[config.mk]
export PLATFORM = sky130hd
export DESIGN_NAME = prr_front_flat
export DESIGN_NICKNAME = d
export VERILOG_FILES = /design/src/design/prr_pkg.sv /design/src/design/prr_in_if.sv /design/src/design/prr_front.sv /design/src/flat_wrapper.sv
export SDC_FILE = /design/constraint.sdc
export NUM_CORES = 1
export LEC_CHECK = 0
export ABC_CLOCK_PERIOD_IN_PS = 11000
export BUFFER_PORTS_ARGS = -buffer_cell sky130_fd_sc_hd__buf_2
export CELL_PAD_IN_SITES_DETAIL_PLACEMENT = 1
export CELL_PAD_IN_SITES_GLOBAL_PLACEMENT = 1
export CORE_MARGIN = 2
export CORE_UTILIZATION = 31
export DETAILED_ROUTE_END_ITERATION = 7
export GPL_TIMING_DRIVEN = 0
export PLACE_DENSITY = 0.71
export SKIP_CTS_REPAIR_TIMING = 1
export SYNTH_ARGS = -nofsm -noshare
export SYNTH_HDL_FRONTEND = slang
export SYNTH_SLANG_ARGS = --single-unit
[constraint.sdc]
create_clock -name clk_i -period 11 [get_ports clk_i]
set_input_delay 2.2 -clock clk_i [delete_from_list [all_inputs] [get_ports clk_i]]
set_output_delay 2.2 -clock clk_i [all_outputs]
set_load 0.01 [all_outputs]
[src/design/prr_pkg.sv]
// Shared types, constants and helpers of the polar rate recovery block.
`default_nettype none
package prr_pkg;

  // Sizes of the codeword store
  localparam int MAX_N         = 512;
  localparam int ADDR_W        = $clog2(MAX_N);
  localparam int N_W           = ADDR_W + 1;
  localparam int MAX_LOG2      = ADDR_W;
  localparam int SEG_NUM_LOG2  = 5;
  localparam int SEG_IDX_W     = SEG_NUM_LOG2;
  localparam int SEG_NUM       = 2 ** SEG_NUM_LOG2;

  // Field widths
  localparam int LLR_W         = 8;
  localparam int POS_W         = 10;
  localparam int PUSH_W        = 13;
  localparam logic [PUSH_W-1:0] PUSH_SAT = {PUSH_W{1'b1}};

  // Configuration register widths
  localparam int LOG2_W        = 4;
  localparam int E_W           = 14;
  localparam int K_W           = 10;
  localparam int PERM_LOW_W    = 60;
  localparam int PERM_MID_W    = 60;
  localparam int PERM_HIGH_W   = 40;
  localparam int PERM_W        = PERM_LOW_W + PERM_MID_W + PERM_HIGH_W;
  localparam int MAXLLR_W      = 7;
  localparam int CFG_DATA_W    = 60;
  localparam int CFG_IDX_W     = 3;

  // Puncture test: K * 64 < E * 29
  localparam int PUNCT_K_MUL   = 64;
  localparam int PUNCT_E_MUL   = 29;
  localparam int MUL_W         = 20;

  // Queue between front and back
  localparam int QUEUE_DEPTH   = 2;
  localparam int QPTR_W        = (QUEUE_DEPTH > 1) ? $clog2(QUEUE_DEPTH) : 1;
  localparam int QCNT_W        = $clog2(QUEUE_DEPTH + 1);

  typedef enum logic [CFG_IDX_W-1:0] {
    CFG_BLOCK_LEN_LOG2 = 3'd0,
    CFG_RATE_MATCHED   = 3'd1,
    CFG_INFO_LEN       = 3'd2,
    CFG_PERM_LOW       = 3'd3,
    CFG_PERM_MID       = 3'd4,
    CFG_PERM_HIGH      = 3'd5,
    CFG_MAX_LLR        = 3'd6
  } cfg_idx_e;

  typedef enum logic {
    FUNC_PUSH = 1'b0,
    FUNC_PULL = 1'b1
  } func_e;

  typedef struct packed {
    logic [LOG2_W-1:0]   block_len_log2;
    logic [E_W-1:0]      rate_matched_len;
    logic [K_W-1:0]      info_len;
    logic [PERM_W-1:0]   perm;
    logic [MAXLLR_W-1:0] max_llr;
  } cfg_t;

  localparam cfg_t CFG_RST = '{
    block_len_log2:   4'd9,
    rate_matched_len: 14'd1728,
    info_len:         10'd64,
    perm:             '0,
    max_llr:          7'd127
  };

  // One classified command: a store write or a position read
  typedef struct packed {
    logic              is_pull;
    logic [ADDR_W-1:0] addr;
    logic [LLR_W-1:0]  llr;   // push data, or fill value on a pull
    logic              last;
  } cmd_t;

  typedef struct packed {
    logic clear_busy;
  } back_status_t;

  // Pick one 5-bit entry of the packed sub-block permutation
  function automatic logic [SEG_IDX_W-1:0] perm_entry(input logic [PERM_W-1:0] perm,
                                                      input logic [SEG_IDX_W-1:0] j);
    return perm[int'(j) * SEG_IDX_W +: SEG_IDX_W];
  endfunction

endpackage
`default_nettype wire

[src/design/prr_in_if.sv]
// Input channel: one beat carries a push or a pull request.
`default_nettype none
interface prr_in_if;
  logic                              valid;
  logic                              ready;
  logic                              func;
  logic signed [prr_pkg::LLR_W-1:0]  llr_in;

  modport source (output valid, output func, output llr_in, input ready);
  modport sink   (input valid, input func, input llr_in, output ready);
endinterface
`default_nettype wire

[src/design/prr_front.sv]
// Front part: accepts beats, keeps the counters and turns each beat into a command.
`default_nettype none
module prr_front (
  input  wire logic              clk_i,
  input  wire logic              rst_ni,
  input  prr_pkg::cfg_t          cfg_i,
  input  prr_pkg::back_status_t  back_status_i,
  prr_in_if.sink                 in_i,
  input  wire logic              q_ready_i,
  output logic                   q_valid_o,
  output prr_pkg::cmd_t          q_cmd_o
);

  logic [prr_pkg::PUSH_W-1:0]    push_q, push_d;
  logic [prr_pkg::ADDR_W-1:0]    pull_q, pull_d;

  logic [prr_pkg::LOG2_W-1:0]    log2_c;
  logic [prr_pkg::LOG2_W-1:0]    shift_c;
  logic [prr_pkg::N_W-1:0]       n_c;
  logic [prr_pkg::ADDR_W-1:0]    seg_mask;
  logic [prr_pkg::MUL_W-1:0]     k_scaled;
  logic [prr_pkg::MUL_W-1:0]     e_scaled;
  logic                          puncture;
  logic                          take;
  logic [prr_pkg::E_W-1:0]       rm_pos;
  logic                          rm_in;
  logic [prr_pkg::ADDR_W-1:0]    rm_addr;
  logic [prr_pkg::SEG_IDX_W-1:0] seg_idx;
  logic [prr_pkg::SEG_IDX_W-1:0] perm_val;
  logic [prr_pkg::ADDR_W-1:0]    dst;
  logic [prr_pkg::ADDR_W-1:0]    pos;
  logic                          pos_last;
  logic [prr_pkg::LLR_W-1:0]     fill;
  logic                          accept;
  logic                          is_pull;

  // Clamp the block length to the supported range
  always_comb begin
    log2_c = cfg_i.block_len_log2;
    if (log2_c < prr_pkg::LOG2_W'(prr_pkg::SEG_NUM_LOG2)) begin
      log2_c = prr_pkg::LOG2_W'(prr_pkg::SEG_NUM_LOG2);
    end else if (log2_c > prr_pkg::LOG2_W'(prr_pkg::MAX_LOG2)) begin
      log2_c = prr_pkg::LOG2_W'(prr_pkg::MAX_LOG2);
    end
  end

  assign n_c      = prr_pkg::N_W'(1) << log2_c;
  assign shift_c  = log2_c - prr_pkg::LOG2_W'(prr_pkg::SEG_NUM_LOG2);
  assign seg_mask = (prr_pkg::ADDR_W'(1) << shift_c) - prr_pkg::ADDR_W'(1);

  // Puncture when E < N and 64K < 29E, else shorten
  assign k_scaled = prr_pkg::MUL_W'(cfg_i.info_len) * prr_pkg::MUL_W'(prr_pkg::PUNCT_K_MUL);
  assign e_scaled = prr_pkg::MUL_W'(cfg_i.rate_matched_len)
                  * prr_pkg::MUL_W'(prr_pkg::PUNCT_E_MUL);
  assign puncture = (cfg_i.rate_matched_len < prr_pkg::E_W'(n_c)) && (k_scaled < e_scaled);

  // Push: rate-matched position, then sub-block scatter
  assign take    = prr_pkg::E_W'(push_q) < cfg_i.rate_matched_len;
  assign rm_pos  = puncture
                 ? prr_pkg::E_W'(n_c) - cfg_i.rate_matched_len + prr_pkg::E_W'(push_q)
                 : prr_pkg::E_W'(push_q);
  assign rm_in   = rm_pos < prr_pkg::E_W'(n_c);
  assign rm_addr = rm_pos[prr_pkg::ADDR_W-1:0];
  assign seg_idx = prr_pkg::SEG_IDX_W'(rm_addr >> shift_c);
  assign perm_val = prr_pkg::perm_entry(cfg_i.perm, seg_idx);
  assign dst     = (prr_pkg::ADDR_W'(perm_val) << shift_c) | (rm_addr & seg_mask);

  // Pull: wrap a stale counter, flag the block end
  assign pos      = (prr_pkg::N_W'(pull_q) >= n_c) ? '0 : pull_q;
  assign pos_last = prr_pkg::N_W'(pos) == (n_c - prr_pkg::N_W'(1));
  assign fill     = puncture ? '0 : prr_pkg::LLR_W'(cfg_i.max_llr);

  // Handshake and command
  assign in_i.ready = !back_status_i.clear_busy && q_ready_i;
  assign accept     = in_i.valid && in_i.ready;
  assign is_pull    = (in_i.func == prr_pkg::FUNC_PULL);
  assign q_valid_o  = accept && (is_pull || (take && rm_in));

  always_comb begin
    q_cmd_o.is_pull = is_pull;
    q_cmd_o.addr    = is_pull ? pos : dst;
    q_cmd_o.llr     = is_pull ? fill : in_i.llr_in;
    q_cmd_o.last    = is_pull && pos_last;
  end

  // Advance the push and pull counters
  always_comb begin
    push_d = push_q;
    pull_d = pull_q;
    if (accept) begin
      if (is_pull) begin
        if (pos_last) begin
          pull_d = '0;
          push_d = '0;
        end else begin
          pull_d = pos + prr_pkg::ADDR_W'(1);
        end
      end else if (take && (push_q != prr_pkg::PUSH_SAT)) begin
        push_d = push_q + prr_pkg::PUSH_W'(1);
      end
    end
  end

  always_ff @(posedge clk_i or negedge rst_ni) begin
    if (!rst_ni) begin
      push_q <= '0;
      pull_q <= '0;
    end else begin
      push_q <= push_d;
      pull_q <= pull_d;
    end
  end

endmodule
`default_nettype wire

[src/flat_wrapper.sv]
// flat-port wrapper written by rule: the top's interface ports become plain ports
module prr_front_flat 
  (clk_i, rst_ni, cfg_i, back_status_i, q_ready_i, q_valid_o, q_cmd_o, in_i_valid, in_i_func, in_i_llr_in, in_i_ready);
  prr_in_if in_i_i ();
  input  wire logic clk_i;
  input  wire logic rst_ni;
  input  prr_pkg::cfg_t cfg_i;
  input  prr_pkg::back_status_t back_status_i;
  input  wire logic q_ready_i;
  output logic q_valid_o;
  output prr_pkg::cmd_t q_cmd_o;
  input wire logic [$bits(in_i_i.valid)-1:0] in_i_valid;
  input wire logic [$bits(in_i_i.func)-1:0] in_i_func;
  input wire logic [$bits(in_i_i.llr_in)-1:0] in_i_llr_in;
  output wire logic [$bits(in_i_i.ready)-1:0] in_i_ready;
  assign in_i_i.valid = in_i_valid;
  assign in_i_i.func = in_i_func;
  assign in_i_i.llr_in = in_i_llr_in;
  assign in_i_ready = in_i_i.ready;
  prr_front u_core (.clk_i(clk_i), .rst_ni(rst_ni), .cfg_i(cfg_i), .back_status_i(back_status_i), .in_i(in_i_i), .q_ready_i(q_ready_i), .q_valid_o(q_valid_o), .q_cmd_o(q_cmd_o));
endmodule
==> reports/metrics.cfg <==
[final_layout]
layout_commonest_cell = buf_2
antenna_cells = 0
layout.nets = 1819
nFillCells = 3361
final_cell_mix = 228 x buf_2, 124 x inv_1, 114 x ha_1
syn_to_final_growth_pct = 38.27
final_util_pct = 43.89
multi_input_area_um2 = 8082
fin_area_um2 = 11860
drive_gt1_share_pct = 32.78
regArea_um2 = 550.5

[route]
drc = 0
firstDrtPassIters = 5
finalWirelength_mm = 36.62
met2_length_mm = 17.97
met3_wirelength_mm = 1.656
ant_nets = 0
routed.top_layer = met4
drt_iter0_drc = 602
post_drt_via_cell_ratio = 5.616
vias = 10070
drt-met1-wl_mm = 15.49
wl_per_cell_um = 20.43

[worst_setup_path]
startpoint = cfg_i[183]
slowest_stage = fa_1
rr_startpoint = u_core.pull_q[1]
crit_top_cell = inv_1
cp.arrival_ps = 9610
cp-start-kind = input pin
cp.required_ps = 8800
max_stage_delay_ps = 580
crit_fanout = 8
worst-setup-path-type = input pin to output pin
crit_path_end_kind = output pin

[die]
die_y_um = 170.4
core_area_um2 = 27030
dieArea_um2 = 29020
num_io_pins = 230
start_util_pct = 31.74
rows = 60
dieWidth_um = 170.4

[sta]
finalCritPeriodShare_pct = 107.4
rsz0062_at_grt = true
finClkSkew_ps = 3.222
max_freq_mhz = 84.64
finalHoldViolCount = 0
finalSetupViolCount = 10
slew_headroom_pct = 18.55
period_minus_slack_ps = 11810
tightest_slew_ps = 1213
setup_ws_ps = -814.1
slew_violations = 0

[placement]
postPlaceCellArea_um2 = 10220
place.gp.congestion = 0.9166
io_buffers = 229
hpwl_mm = 28.18

[min_path]
holdCritStartpoint = u_core.push_q[0]
hold_path_class = flip-flop to flip-flop

[clocking]
clkLatencyLatePin_ps = 260
cts-root-buf = clkbuf_16
clk_path_buf_depth = 2
h-tree-depth = 1
cts_tree = built
cts_buffers = 3
cts_sinks = 22
clkTransAtPathRegs_ps = 70

[outcome]
status = complete, but fails checks
violations = setup timing

[grt]
grt.total_usage_pct = 22.14
gr-total-overflow = 0
grt_max_degree = 23
antenna_found_initial = 0
grt_pass1_vias = 9545
grt_pass1_wl_mm = 51.41

[synth]
yosys_warnings = 0
synth_ff_type = dfrtp_1
ys_seq_area_share_pct = 6.418
yosysUniqueCellTypes = 90
postSynthCellCount = 1130
async_flop_share_pct = 100.0
synth_top_area_share_pct = 17.94
synth.area.top_cells = ha_1 18%, fa_1 7.9%, dfrtp_1 6.4%
syn-mean-instance-area_um2 = 7.591
syn_area_um2 = 8578
synth_edf_count = 0
ys_ff_latch = 22
synth.largest_area_cell = ha_1

[power_and_ir_drop]
p_per_area_nw_per_um2 = 173.4
ir_drop_mv = 0.07527
leakage_nw = 5.690

[run]
maxCapViolations = 0

power breakdown:
part	switching (mW)	leakage [nW]	internal, mW
sequential	0.0242	0.259	0.0934
clock	0.0323	0.0511	0.0724
combinational	1.05	5.38	0.785
critical path: cells and delay by family:
kind            cells  cell delay [ps]
buf+inv             8              970
simple gates        1               80
fa+ha+maj           5             1950
xor+xnor            1              220
compound gates     19             4180
metrics by stage:
| step | setup TNS [ps] | setup WS [ps] | instances | hold slack [ps] | total power [mW] |
|---|---|---|---|---|---|
| floorplan | 0 | 36.24 | 1147 | 474.5 | 1.116 |
| global placement | -15320 | -1637 | 1717 | 494.6 | 1.485 |
| detailed placement | -15910 | -1716 | 1717 | 510.3 | 1.515 |
| CTS | -16290 | -1747 | 1721 | 526.9 | 1.630 |
| global route | -10130 | -1086 | 1793 | 578.1 | 2.211 |
| finish | -6774 | -814.1 | 1793 | 523.3 | 2.057 |
area by class of cell:
type,count,area share (%)
Tap cell,341,3.597
Sequential cell,22,4.641
Timing Repair Buffer,303,15.64
Buffer,46,2.637
Clock inverter,1,0.2532
Inverter,135,4.462
Multi-Input combinational cell,942,68.13
Clock buffer,3,0.6329
synthesized netlist by cell type, drive strengths merged (6+ instances only):
| cell | n |
|---|---|
| a21oi | 59 |
| nor2 | 59 |
| a21boi | 6 |
| clkbuf | 26 |
| ha | 123 |
| o211ai | 17 |
| o21a | 17 |
| mux2i | 47 |
| mux2 | 10 |
| mux4 | 6 |
| a221oi | 10 |
| inv | 135 |
| a32oi | 6 |
| a311oi | 6 |
| nand3 | 40 |
| nand4 | 14 |
| xnor2 | 25 |
| a31oi | 17 |
| o221ai | 6 |
| nor4 | 15 |
| o21ai | 77 |
| a31o | 6 |
| nand2b | 12 |
| o2111ai | 11 |
| a22oi | 10 |
| o22ai | 7 |
| a21o | 20 |
| xor2 | 14 |
| a211oi | 13 |
| nor2b | 11 |
| nor3 | 15 |
| o31ai | 9 |
| buf | 23 |
| or3 | 6 |
| fa | 34 |
| and2 | 6 |
| dfrtp | 22 |
| nand2 | 117 |
| and3 | 15 |
final timing paths:
| kind | end | cells after the start | slack (ps) |
|---|---|---|---|
| worst min register to register | u_core.push_q[0] | 2 | 520 |
| worst max-delay path | q_cmd_o[16] | 34 | -810 |
| worst max register to register | u_core.push_q[10] | 16 | 6410 |
| min in group asynchronous | u_core.pull_q[2] | 1 | 1920 |
| worst min-delay path | u_core.push_q[0] | 2 | 520 |
| max in group asynchronous | u_core.pull_q[6] | 1 | 8730 |
layer usage:
layer | vias up | track usage (%)
met1 | 4897 | 28.06
met2 | 331 | 39.63
met5 | - | 0
li1 | 4753 | -
met4 | 0 | 6.652
met3 | 89 | 2.116
registers in the layout (all words and copies together), names as in the netlist:
signal and flops:
u_core.push_q 13, u_core.pull_q 9
kinds of logic after synthesis:
| kind of cell | Yosys count | synth area share (%) |
|---|---|---|
| compound gates | 337 | 27.87 |
| simple gates | 326 | 18.55 |
| buf+inv | 184 | 8.708 |
| fa+ha+maj | 157 | 25.88 |
| mux | 63 | 8.503 |
| xor+xnor | 39 | 3.982 |
| flops | 22 | 6.418 |
| other cells | 2 | 0.08755 |
No activity file was read; power rests on OpenSTA's default activity.
