### src/design/prr_pkg.sv
// Shared types, constants and helpers of the polar rate recovery block.
`default_nettype none
package prr_pkg;

  // Sizes of the codeword store
  localparam int MAX_N         = 512;
  localparam int ADDR_W        = $clog2(MAX_N);
  localparam int N_W           = ADDR_W + 1;
  localparam int MAX_LOG2      = ADDR_W;
  localparam int SEG_NUM_LOG2  = 5;
  localparam int SEG_IDX_W     = SEG_NUM_LOG2;
  localparam int SEG_NUM       = 2 ** SEG_NUM_LOG2;

  // Field widths
  localparam int LLR_W         = 8;
  localparam int POS_W         = 10;
  localparam int PUSH_W        = 13;
  localparam logic [PUSH_W-1:0] PUSH_SAT = {PUSH_W{1'b1}};

  // Configuration register widths
  localparam int LOG2_W        = 4;
  localparam int E_W           = 14;
  localparam int K_W           = 10;
  localparam int PERM_LOW_W    = 60;
  localparam int PERM_MID_W    = 60;
  localparam int PERM_HIGH_W   = 40;
  localparam int PERM_W        = PERM_LOW_W + PERM_MID_W + PERM_HIGH_W;
  localparam int MAXLLR_W      = 7;
  localparam int CFG_DATA_W    = 60;
  localparam int CFG_IDX_W     = 3;

  // Puncture test: K * 64 < E * 29
  localparam int PUNCT_K_MUL   = 64;
  localparam int PUNCT_E_MUL   = 29;
  localparam int MUL_W         = 20;

  // Queue between front and back
  localparam int QUEUE_DEPTH   = 2;
  localparam int QPTR_W        = (QUEUE_DEPTH > 1) ? $clog2(QUEUE_DEPTH) : 1;
  localparam int QCNT_W        = $clog2(QUEUE_DEPTH + 1);

  typedef enum logic [CFG_IDX_W-1:0] {
    CFG_BLOCK_LEN_LOG2 = 3'd0,
    CFG_RATE_MATCHED   = 3'd1,
    CFG_INFO_LEN       = 3'd2,
    CFG_PERM_LOW       = 3'd3,
    CFG_PERM_MID       = 3'd4,
    CFG_PERM_HIGH      = 3'd5,
    CFG_MAX_LLR        = 3'd6
  } cfg_idx_e;

  typedef enum logic {
    FUNC_PUSH = 1'b0,
    FUNC_PULL = 1'b1
  } func_e;

  typedef struct packed {
    logic [LOG2_W-1:0]   block_len_log2;
    logic [E_W-1:0]      rate_matched_len;
    logic [K_W-1:0]      info_len;
    logic [PERM_W-1:0]   perm;
    logic [MAXLLR_W-1:0] max_llr;
  } cfg_t;

  localparam cfg_t CFG_RST = '{
    block_len_log2:   4'd9,
    rate_matched_len: 14'd1728,
    info_len:         10'd64,
    perm:             '0,
    max_llr:          7'd127
  };

  // One classified command: a store write or a position read
  typedef struct packed {
    logic              is_pull;
    logic [ADDR_W-1:0] addr;
    logic [LLR_W-1:0]  llr;   // push data, or fill value on a pull
    logic              last;
  } cmd_t;

  typedef struct packed {
    logic clear_busy;
  } back_status_t;

  // Pick one 5-bit entry of the packed sub-block permutation
  function automatic logic [SEG_IDX_W-1:0] perm_entry(input logic [PERM_W-1:0] perm,
                                                      input logic [SEG_IDX_W-1:0] j);
    return perm[int'(j) * SEG_IDX_W +: SEG_IDX_W];
  endfunction

endpackage
`default_nettype wire

### src/design/prr_queue.sv
// Short command queue between the classifying front and the executing back.
`default_nettype none
module prr_queue (
  input  wire logic          clk_i,
  input  wire logic          rst_ni,
  input  wire logic          push_i,
  input  prr_pkg::cmd_t      push_cmd_i,
  output logic               ready_o,
  input  wire logic          pop_i,
  output prr_pkg::cmd_t      pop_cmd_o,
  output logic               valid_o
);

  prr_pkg::cmd_t                 entry_q [prr_pkg::QUEUE_DEPTH];
  logic [prr_pkg::QPTR_W-1:0]    wr_ptr_q, wr_ptr_d;
  logic [prr_pkg::QPTR_W-1:0]    rd_ptr_q, rd_ptr_d;
  logic [prr_pkg::QCNT_W-1:0]    count_q, count_d;
  logic                          do_push;
  logic                          do_pop;

  assign ready_o   = (count_q != prr_pkg::QCNT_W'(prr_pkg::QUEUE_DEPTH));
  assign valid_o   = (count_q != '0);
  assign pop_cmd_o = entry_q[rd_ptr_q];
  assign do_push   = push_i && ready_o;
  assign do_pop    = pop_i && valid_o;

  // Advance pointers with wrap, track fill level
  always_comb begin
    wr_ptr_d = wr_ptr_q;
    rd_ptr_d = rd_ptr_q;
    count_d  = count_q;
    if (do_push) begin
      wr_ptr_d = (wr_ptr_q == prr_pkg::QPTR_W'(prr_pkg::QUEUE_DEPTH - 1)) ? '0
               : wr_ptr_q + prr_pkg::QPTR_W'(1);
    end
    if (do_pop) begin
      rd_ptr_d = (rd_ptr_q == prr_pkg::QPTR_W'(prr_pkg::QUEUE_DEPTH - 1)) ? '0
               : rd_ptr_q + prr_pkg::QPTR_W'(1);
    end
    if (do_push && !do_pop) begin
      count_d = count_q + prr_pkg::QCNT_W'(1);
    end else if (!do_push && do_pop) begin
      count_d = count_q - prr_pkg::QCNT_W'(1);
    end
  end

  always_ff @(posedge clk_i or negedge rst_ni) begin
    if (!rst_ni) begin
      wr_ptr_q <= '0;
      rd_ptr_q <= '0;
      count_q  <= '0;
    end else begin
      wr_ptr_q <= wr_ptr_d;
      rd_ptr_q <= rd_ptr_d;
      count_q  <= count_d;
    end
  end

  // Hold entries; no reset on payload
  always_ff @(posedge clk_i) begin
    if (do_push) begin
      entry_q[wr_ptr_q] <= push_cmd_i;
    end
  end

endmodule
`default_nettype wire

### config.mk
export PLATFORM = sky130hd
export DESIGN_NAME = prr_queue
export DESIGN_NICKNAME = d
export VERILOG_FILES = /design/src/design/prr_pkg.sv /design/src/design/prr_queue.sv
export SDC_FILE = /design/constraint.sdc
export NUM_CORES = 1
export LEC_CHECK = 0
export BUFFER_PORTS_ARGS = -buffer_cell sky130_fd_sc_hd__buf_4
export CORE_AREA = 2 2 58 60
export CTS_CLUSTER_DIAMETER = 120
export DETAILED_ROUTE_END_ITERATION = 7
export DIE_AREA = 0 0 60 62
export PLACE_DENSITY = 0.83
export SLEW_MARGIN = 30
export SYNTH_ARGS = -nofsm -noshare
export SYNTH_HDL_FRONTEND = slang
export SYNTH_SLANG_ARGS = --single-unit
### constraint.sdc
create_clock -name clk_i -period 5.2 [get_ports clk_i]
set_input_delay 0.52 -clock clk_i [delete_from_list [all_inputs] [get_ports clk_i]]
set_output_delay 0.52 -clock clk_i [all_outputs]
set_load 0.01 [all_outputs]
==> results summary, run 1 <==
The clock edge transition at the registers on the reported setup and hold paths came out at 120 ps. The nature of the critical path startpoint is a flip-flop. The H-tree was split into 2 levels. The number of resized instances in the post-cts repair step is 0. Across all register-to-register paths, the minimum setup slack is 3480 ps. The core region area is 3179 sq um.

The netlist uses 14 different library cells. Counting along the longest clock path gives a buffer depth of 2. The post-detailed-placement half-perimeter wirelength came out at 1598 um. TritonCTS built the clock tree. Setup repair after global routing left no endpoint under its margin. For this run, design rule violations remaining after detail routing come to 0. Buffers added to address setup during post-CTS repair amount to 0. By startpoint and endpoint, the worst setup path is classified as reg -> out. The transition time at the pin with the least slew margin is 890.8 ps. The highest achievable clock rate came out at 0.4298 GHz. The global placer's final weighted congestion is 0.6695.

The worst hold path terminates at entry_q[0][12]. The synthesized area divided by synthesized cell count came out at 20.64 sq um. The number of core rows came out at 21. The number of standard cells after synthesis is 77. The post-route non-filler standard cell count came out at 173. The final critical path time including I/O delays and setup came out at 2327 ps. The fraction of post-synthesis cell area in the top cell type by area is 0.7181. The leakage dissipation is 0.7905 nW.

The flow ran to the end, and the final reports show no timing, DRC or antenna violations. The number of max-cap violations is 0. When the netlist entered floorplanning its net count stood at 101.

The final critical-path share of the clock period came out at 0.4474. The vertical die dimension is 62 um. The total grt overflow is 0. The remaining antenna violation count is 0.

The number of antenna cells inserted is 0. The total count of hold-check failures in the final report came out at 0. The origin of the worst min-delay path is push_cmd_i[12].

In this run the critical register-to-register path is captured at entry_q[1][16]. During synthesis, Yosys emitted a total of 0 warnings. Counting instances, the worst hold path has a depth of 1. The routed wire length came out at 2427 um. The maximum vdd drop came out at 0.4313 mV. The cell area that synthesis handed to floorplanning was 1589 sq um. The iteration count of the initial detailed-routing pass came out at 4. For this run, the total global-route usage over all layers was measured as 0.1374. The max-slew headroom at the worst pin is 0.4062. The number of violations reported at the end of detailed-routing iteration 0 is 47. The number of pins with negative max-slew slack in the final report was 0. The critical path data required time is 4680 ps. 44 I/O pins were placed.

In this run, CTS created clock tree buffers numbering 5. The share of cells above drive strength 1 came out at 0.5827. Of all nets on the critical path, the largest fanout is 20.

The setup total negative slack came out at 0 ps. The clock network latency to the later pin of the worst-skew pair came out at 350 ps. The arrival time of data at the critical path endpoint came out at 1810 ps. The detailed-route via count came out at 834. The placed instance count is 164.

The tightest min-delay check is of the in -> reg type. The clock net sink count came out at 42. The effective utilization at floorplan came out at 0.4998. Entering global routing, the biggest net connects 21 pins. The number of hold buffers added after CTS was 1. sky130_fd_sc_hd__edfxtp_1 takes more of the synthesized area than any other cell.

The final number of setup-violating endpoints came out at 0. The endpoint kind of the worst setup timing path is a primary output. In this run the clock root is driven by a sky130_fd_sc_hd__clkbuf_4. The sequential area share after synthesis is 0.7811. The clock skew after layout came out at 6.459 ps. The net count of the finished layout is 150. The total of buffers placed on input and output ports is 43. In the final routed layout, each cell accounts on average for 14.03 um. The flip-flop and latch count after synthesis came out at 42. The power density over cell area came out at 531.0 nW/um^2. The layout overhead on the synthesized area came out at 28.50%. Sorting the synthesized cells by area gives the leading types as sky130_fd_sc_hd__edfxtp_1 72%, sky130_fd_sc_hd__mux2_2 13%, sky130_fd_sc_hd__dfrtp_1 6.3%. The via count of the first global-routing pass came out at 770. The die boundary width is 60 um. The overall die area came out at 3720 sq um. Counting cells, the worst reg-to-reg path comes to 2. In this run the critical register-to-register path is launched from count_q[0]. The final core utilization came out at 0.6423. The first global-routing pass estimated 3470 um of wire. The initial antenna violation count is 0. The number of vias per cell is 4.821.
-- cell type report --
class                           count  area, sq um
Clock buffer                        5        37.54
Clock inverter                      3        40.04
Fill cell                         237         1137
Inverter                            1        3.754
Multi-Input combinational cell     32        329.1
Sequential cell                    42         1241
Tap cell                           46        57.56
Timing Repair Buffer               44        332.8
-- flip-flops by register name (all words and copies together), names as in the netlist --
register and count:
wr_ptr_q 1, count_q 2, entry_q 38, rd_ptr_q 1
-- power breakdown --
part	internal [mW]	switching (mW)	leakage, nW
Sequential	0.465	0.0600	0.400
Combinational	0.207	0.151	0.346
Clock	0.0996	0.101	0.0450
Total	0.771	0.313	0.791
-- metrics by stage --
| stage | instance area [sq um] | power (mW) | hold slack (ps) | setup WS (ps) |
|---|---|---|---|---|
| 2_1_floorplan | 1589 | 0.7457 | 224.4 | 3335 |
| 3_3_place_gp | 1949 | 0.8854 | 318.2 | 3230 |
| 3_5_place_dp | 1949 | 0.8963 | 321.1 | 3222 |
| 4_1_cts | 2037 | 1.095 | 335.8 | 2826 |
| 5_1_grt | 2042 | 1.149 | 314.6 | 2749 |
| 6_report | 2042 | 1.084 | 346.1 | 2873 |
-- cells in the mapped netlist --
master                     count
sky130_fd_sc_hd__dfrtp_1       4
sky130_fd_sc_hd__buf_6         2
sky130_fd_sc_hd__nand2b_4      1
sky130_fd_sc_hd__xnor2_1       3
sky130_fd_sc_hd__ha_1          1
sky130_fd_sc_hd__inv_1         1
sky130_fd_sc_hd__edfxtp_1     38
sky130_fd_sc_hd__nor2_1        2
sky130_fd_sc_hd__nand2_1       1
sky130_fd_sc_hd__and3_1        1
sky130_fd_sc_hd__or2_4         1
sky130_fd_sc_hd__xor2_1        2
sky130_fd_sc_hd__mux2_2       19
sky130_fd_sc_hd__nand2_4       1
-- cells by family (layout without fill, tap and decap cells) --
| family | after synthesis | count (layout) | share of synthesized area |
|---|---|---|---|
| xor gates and xnor gates | 5 | 5 | 0.02756 |
| adders and majority gates | 1 | 1 | 0.007873 |
| buffers and inverters | 3 | 53 | 0.01653 |
| DFF | 42 | 42 | 0.7811 |
| muxes | 19 | 19 | 0.1346 |
| and+or+nand+nor | 7 | 7 | 0.03228 |
-- per-layer routing --
metal  share of wire  up-vias  global-route usage
met5               0        -                   0
met4           0.025        0              0.1048
met3           0.066        8             0.04762
met2            0.50       32              0.2112
met1            0.41      402              0.1593
li1                -      392                   -
-- cell usage in the layout, fill, tap and decap left out, drive strengths merged --
| cell type | n |
|---|---|
| bufinv | 1 |
| edfxtp | 38 |
| and3 | 1 |
| ha | 1 |
| clkinv | 2 |
| nor2 | 2 |
| buf | 43 |
| xnor2 | 3 |
| nand2 | 2 |
| dfrtp | 4 |
| mux2 | 19 |
| clkbuf | 5 |
| dlygate4sd3 | 1 |
| nand2b | 1 |
| inv | 1 |
| xor2 | 2 |
| or2 | 1 |
-- worst max-delay path, cell delays in order, from the launching register on --
cell and delay (ps):
sky130_fd_sc_hd__dfrtp_1 900, sky130_fd_sc_hd__mux2_2 420, sky130_fd_sc_hd__buf_4 140
-- worst max path at each step --
stage               endpoint  slack (ps)  depth (start not counted)  startpoint
5_1_grt         pop_cmd_o[4]        2750                          2    rd_ptr_q
4_1_cts         pop_cmd_o[3]        2830                          2    rd_ptr_q
3_3_place_gp    pop_cmd_o[3]        3230                          2    rd_ptr_q
3_5_place_dp    pop_cmd_o[3]        3220                          2    rd_ptr_q
2_1_floorplan  entry_q[0][0]        3340                          3  count_q[0]
6_report        pop_cmd_o[3]        2870                          2    rd_ptr_q
(Power assumes the default switching activity.)
==> run 2: changes to the inputs <==
--- a/config.mk
+++ b/config.mk
@@ -6,11 +6,11 @@
 export NUM_CORES = 1
 export LEC_CHECK = 0
 export BUFFER_PORTS_ARGS = -buffer_cell sky130_fd_sc_hd__buf_4
-export CORE_AREA = 2 2 58 60
+export CORE_AREA = 2 2 60 62
 export CTS_CLUSTER_DIAMETER = 120
 export DETAILED_ROUTE_END_ITERATION = 7
-export DIE_AREA = 0 0 60 62
-export PLACE_DENSITY = 0.83
+export DIE_AREA = 0 0 62 64
+export PLACE_DENSITY = 0.78
 export SLEW_MARGIN = 30
 export SYNTH_ARGS = -nofsm -noshare
 export SYNTH_HDL_FRONTEND = slang
==> constraint.sdc (replaced) <==
create_clock -name clk_i -period 2.3 [get_ports clk_i]
set_input_delay 0.23 -clock clk_i [delete_from_list [all_inputs] [get_ports clk_i]]
set_output_delay 0.23 -clock clk_i [all_outputs]
set_load 0.01 [all_outputs]
==> run 2 against run 1 <==
Via count shrank 0.24%. Highest routed layer unchanged. Final cell count grew 2.3%. Sequential cell count is the same. Wire length grew 6.6%. Sequential power grew 120%. Clock-buffer cell count is the same. Core utilization shrank 1.9 points. Register-to-register slack lost 2800 ps. Critical endpoint is now pop_cmd_o[14].
==> results summary, run 2 (synthesis results as in run 1) <==
The buffer count from post-CTS setup fixing came out at 0. The via count of the first global-routing pass is 874. The overall die area is 3968 sq um. The share of cells above drive strength 1 is 0.5954.

The number of flip-flops in the largest register is 38. The register with the highest flop count is entry_q. The setup total negative slack came out at 0 ps.

The leakage dissipation is 0.7965 nW. The cell area after layout came out at 2048 sq um. The max-slew headroom at the worst pin is 0.7013.

The flow ran to the end, and the final reports show no timing, DRC or antenna violations. The clock root buffer is sky130_fd_sc_hd__clkbuf_4. The total count of hold-check failures in the final report is 0. The final critical path time including I/O delays and setup came out at 1847 ps.

Buffers placed on the I/O ports in this run total 43. The worst setup path is launched from a flip-flop. The number of H-tree branching levels came out at 2. The detailed-route via count is 832. The highest achievable clock rate is 0.5413 GHz. The placement-stage cell area came out at 1979 sq um. The highest net fanout along the worst path is 17. The first-pass GRT wire length came out at 3843 um. From synthesis to final layout, the design area changed by 28.90%.

The repair_antennas step left the layout with diodes totalling 0. The clock network latency to the later pin of the worst-skew pair came out at 350 ps. The met3 track demand over resource came out at 0.06478. The met1 routing resource usage after global routing is 0.1632.

For this run the aggregate overflow at the end of global routing stands at 0. The number of max-cap violations came out at 0. The transition time at the pin with the least slew margin came out at 448.1 ps. The clock skew after layout came out at 16.84 ps. In this run the most used layer during global routing was met2. The cell occurring most often along the worst timing path is sky130_fd_sc_hd__buf_4.

The initial antenna violation count came out at 0. The fraction of met2 tracks used by global routing is 0.2227. The largest net degree at the start of global routing came out at 18. The final number of setup-violating endpoints is 0. The setup path with the least slack is of type reg -> out.

The post-detailed-placement half-perimeter wirelength came out at 1859 um. The pre-antenna-repair detailed-routing pass consisted of 2 iterations. Setup repair after global routing left no endpoint under its margin. The largest registers in the layout are entry_q x38, count_q x2. The clock net sink count came out at 42. The delay of the slowest cell on the worst path is 450 ps. In this run the worst hold path is classified as in -> reg. The slowest stage cell on the critical path is sky130_fd_sc_hd__dfrtp_1. The final core utilization is 0.6236. The TritonCTS clock tree is done. The clock edge transition at the registers on the reported setup and hold paths is 130 ps.

The detail-routed net length per standard cell came out at 14.62 um. The core region area came out at 3284 sq um. The power density over cell area came out at 1170 nW/um^2.

The number of pins with negative max-slew slack in the final report came out at 0. The number of violations reported at the end of detailed-routing iteration 0 is 48. The arrival time of data at the critical path endpoint is 1620 ps.

The top cell types in the final layout, fill and taps aside, are 47 x sky130_fd_sc_hd__buf_4, 38 x sky130_fd_sc_hd__edfxtp_1, 19 x sky130_fd_sc_hd__mux2_2, 5 x sky130_fd_sc_hd__clkbuf_4, 4 x sky130_fd_sc_hd__dfrtp_1. The number of core rows came out at 21. The net count of the finished layout is 154. The count of nets left with antenna violations once routing finished came out at 0. Summed over all layers, the routed wires come to 2587 um. The effective utilization at floorplan is 0.4838.

For this run, the total global-route usage over all layers was measured as 0.1423. In this run the deepest clock path goes through 2 buffers. The number of vias per cell is 4.701. The maximum vdd drop is 0.6163 mV.

The final critical-path share of the clock period came out at 0.8032. The library cell used most frequently in the layout, excluding fill and tap cells, is sky130_fd_sc_hd__buf_4. STA classifies the critical path endpoint as a primary output.

The I/O pin count is 44. The vertical die dimension came out at 64 um. The die boundary width came out at 62 um.

The number of filler cells placed in the layout is 247. At the end of routability-driven placement, the weighted congestion stood at 0.7253. The critical path data required time is 2070 ps. The DRC violation count after routing came out at 0. The number of clock buffers added by TritonCTS is 5. The critical path goes through buf_4 -> mux2_2 -> buf_4.
[run 2: area by class of cell]
type	count	area, sq um	area share
Clock buffer	5	37.54	0.01833
Clock inverter	3	21.27	0.01038
Inverter	1	3.754	0.001833
Multi-Input combinational cell	32	324.1	0.1582
Sequential cell	42	1241	0.6060
Tap cell	46	57.56	0.02810
Timing Repair Buffer	48	362.8	0.1772
[run 2: worst paths after layout]
kind,slack [ps],to,depth (start not counted),startpoint
setup reg to reg,670,entry_q[1][9],3,count_q[0]
hold reg to reg,560,wr_ptr_q,1,wr_ptr_q
max in group asynchronous,2000,wr_ptr_q,2,rst_ni
hold / removal,50,entry_q[1][13],1,push_cmd_i[13]
min in group asynchronous,190,count_q[0],2,rst_ni
setup / recovery,450,pop_cmd_o[14],3,rd_ptr_q
[run 2: timing repair]
action                    CTS  global route
hold buffers                1             0
hold endpoints to repair    4             0
gates resized for setup     0             0
[run 2: stage by stage]
| stage | power, mW | hold slack [ps] | setup WS, ps | std cells |
|---|---|---|---|---|
| 2_1_floorplan | 1.686 | -65.59 | 435.2 | 77 |
| 3_3_place_gp | 2.034 | 26.90 | 764.1 | 168 |
| 3_5_place_dp | 2.073 | 31.64 | 685.1 | 168 |
| 4_1_cts | 2.434 | 33.38 | 424.6 | 177 |
| 5_1_grt | 2.533 | 30.04 | 379.7 | 177 |
| 6_report | 2.396 | 53.00 | 452.7 | 177 |
[run 2: report_power, final]
part	total, mW	switching [mW]	internal [mW]	leakage (nW)
combinational	0.910	0.413	0.497	0.366
clock	0.355	0.236	0.119	0.0312
sequential	1.13	0.0802	1.05	0.400
total	2.40	0.730	1.67	0.797
[run 2: critical path: cells and delay by family (launching register included)]
family	cells	cell delay (ps)
buffers and inverters	2	430
flip-flops	1	450
multiplexers	1	380
[run 2: routing by layer]
layer	part of all wire	routed length, um
met1	0.39	1018
met2	0.52	1352
met3	0.077	200
met4	0.0058	15
met5	0	0
==> run 3: changes to the inputs <==
==> constraint.sdc (replaced) <==
create_clock -name clk_i -period 1.8 [get_ports clk_i]
set_input_delay 0.18 -clock clk_i [delete_from_list [all_inputs] [get_ports clk_i]]
set_output_delay 0.18 -clock clk_i [all_outputs]
set_load 0.01 [all_outputs]
==> run 3 against run 2 <==
Sequential power increased by 27%. Total power increased by 35%. Combinational power grew 33%. Non-clock buffer count increased by 11. Via count increased by 4.3%. Wire length increased by 3.8%. Die area unchanged. Clock power up 70%. Critical endpoint is now pop_cmd_o[13]. Hold slack worse by 25 ps. Register-to-register slack worse by 360 ps. Sequential cell count is the same.
==> results summary, run 3 (synthesis results as in run 1) <==
The worst path needs 1565 ps of the cycle, external delays included. The floorplan has 21 rows. The fraction of met2 tracks used by global routing came out at 0.2383.

The number of filler cells placed in the layout came out at 236. Setup repair after global routing left no endpoint under its margin. The register with the most flip-flops in the layout has 38 of them. The vertical die dimension is 64 um.

The clock root buffer is sky130_fd_sc_hd__clkbuf_4. The die boundary width came out at 62 um. Leaving out fill and tap cells, the most frequent cells in the layout are 47 x sky130_fd_sc_hd__buf_4, 38 x sky130_fd_sc_hd__edfxtp_1, 19 x sky130_fd_sc_hd__mux2_2, 12 x sky130_fd_sc_hd__dlygate4sd3_1, 5 x sky130_fd_sc_hd__clkbuf_4. 44 I/O pins were placed.

The maximum vdd drop is 1.019 mV. Clock tree synthesis found a total of 42 sinks. The final number of setup-violating endpoints is 0. After the last flow step, the layout net total stands at 165. More flip-flops sit in one register than any other, and that register is entry_q. The detail-routed net length per standard cell is 14.29 um.

The most common cell after layout, fill and taps aside is sky130_fd_sc_hd__buf_4. The max-slew headroom at the worst pin came out at 0.8272. The number of pins with negative max-slew slack in the final report came out at 0. The number of max-cap violations came out at 0. The largest net degree at the start of global routing came out at 20. The critical path data required time came out at 1620 ps. The clock edge transition at the registers on the reported setup and hold paths came out at 110 ps. The DRC violation count after routing is 0. The maximum clock insertion buffer count is 2.

The worst setup path is launched from a flip-flop. The effective utilization at floorplan came out at 0.4838. The global placer's final weighted congestion is 0.7389. Data arrives at the worst endpoint at 1390 ps. The initial antenna violation count came to 0. TritonCTS built the clock tree. Before CTS, the worst setup slack after placement is 324.0 ps.

The core region is 3284 sq um. The leakage dissipation came out at 0.8564 nW. The highest net fanout along the worst path came out at 10. The routed wire length came out at 2686 um. The clock network latency to the later pin of the worst-skew pair is 340 ps.

The flow ran to the end, and the final reports show no timing, DRC or antenna violations. The first TritonRoute pass finished after 4 iterations. The setup total negative slack is 0 ps. The endpoint kind of the worst setup timing path is a primary output. 0 antenna diodes ended up in the layout. The number of resized instances in the post-cts repair step is 0.

The global-route layer with the greatest usage is met2. The overall die area is 3968 sq um. The largest registers in the layout are entry_q x38, count_q x2.

For this design, the CTS-stage hold fixing added 2 buffers. In the global route stage, overall resource usage came out at 0.1471. The transition time at the pin with the least slew margin is 259.3 ps.

The highest achievable clock rate is 0.6389 GHz. In the final layout, the share of cells above drive strength 1 is 0.5423. In this run the power density over the cells is 1484 nW/um^2. The first-pass GRT wire length came out at 4064 um. In the global route stage, met1 resource usage came out at 0.1766. Counting the buffers created by CTS gives 5. The total count of hold-check failures in the final report came out at 0.

The total of buffers placed on input and output ports is 43. The via count of the first global-routing pass was 901. After global routing the overflow that remains totals 0. Including well taps, the total number of placed cells is 168. The final critical-path share of the clock period is 0.8696. The remaining antenna violation count came out at 0. The layout overhead on the synthesized area came out at 37.48%. The post-route non-filler standard cell count came out at 188. The number of vias per cell is 4.617. The worst path setup slack after routing is 234.8 ps. The HPWL after detailed placement is 1754 um. The worst setup path is of the reg -> out kind. The worst hold-check path type is in -> reg.

For this block, the initial DRC count from the detailed router was 26. Summing over every cut layer, the via total after detailed routing is 868. The number of setup buffers added after CTS is 0. The met3 track demand over resource is 0.05061. The number of H-tree branching levels is 2. On the final layout, the worst clock skew is 15.68 ps.
-- run 3: per-stage QoR --
step	util	area [sq um]	power, mW	hold WS (ps)
6_report	0.6651	2185	3.242	28.39
5_1_grt	0.6651	2185	3.440	0.3904
4_1_cts	0.6347	2085	3.265	1.741
3_5_place_dp	0.6027	1979	2.652	-20.57
3_3_place_gp	0.6027	1979	2.613	-21.94
2_1_floorplan	-	1592	2.157	-115.6
-- run 3: cell type report --
type | instances | area (sq um) | area share
Multi-Input combinational cell | 32 | 324.1 | 0.1483
Sequential cell | 42 | 1241 | 0.5682
Clock buffer | 7 | 55.05 | 0.02520
Inverter | 1 | 3.754 | 0.001718
Clock inverter | 1 | 30.03 | 0.01375
Tap cell | 46 | 57.56 | 0.02635
Timing Repair Buffer | 59 | 473.0 | 0.2165
-- run 3: path summary, 6_finish.rpt --
kind                                      from             end  slack, ps  depth (start not counted)
worst max-delay path                  rd_ptr_q   pop_cmd_o[13]        230                          3
worst min-delay path            push_cmd_i[15]  entry_q[0][15]         30                          1
worst max register to register      count_q[0]      count_q[1]        310                          7
worst min register to register        wr_ptr_q        wr_ptr_q        540                          1
max in group asynchronous               rst_ni        rd_ptr_q       1530                          2
min in group asynchronous               rst_ni        wr_ptr_q        160                          2
-- run 3: critical path, cell delays in order, from the launching register on --
cell                      delay (ps)
sky130_fd_sc_hd__dfrtp_1         350
sky130_fd_sc_hd__buf_4           200
sky130_fd_sc_hd__mux2_2          360
sky130_fd_sc_hd__buf_4           140
-- run 3: per-layer routing --
metal / routed length (um) / vias up
met5: 0 / -
met4: 35 / 0
met3: 188 / 4
met2: 1463 / 34
met1: 998 / 411
li1: - / 419
-- run 3: power by group --
| group | internal, mW | leakage [nW] | total, mW | switching (mW) |
|---|---|---|---|---|
| logic | 0.657 | 0.411 | 1.21 | 0.549 |
| clock network | 0.332 | 0.0455 | 0.605 | 0.273 |
| registers | 1.34 | 0.400 | 1.43 | 0.0886 |
| total | 2.33 | 0.856 | 3.24 | 0.911 |
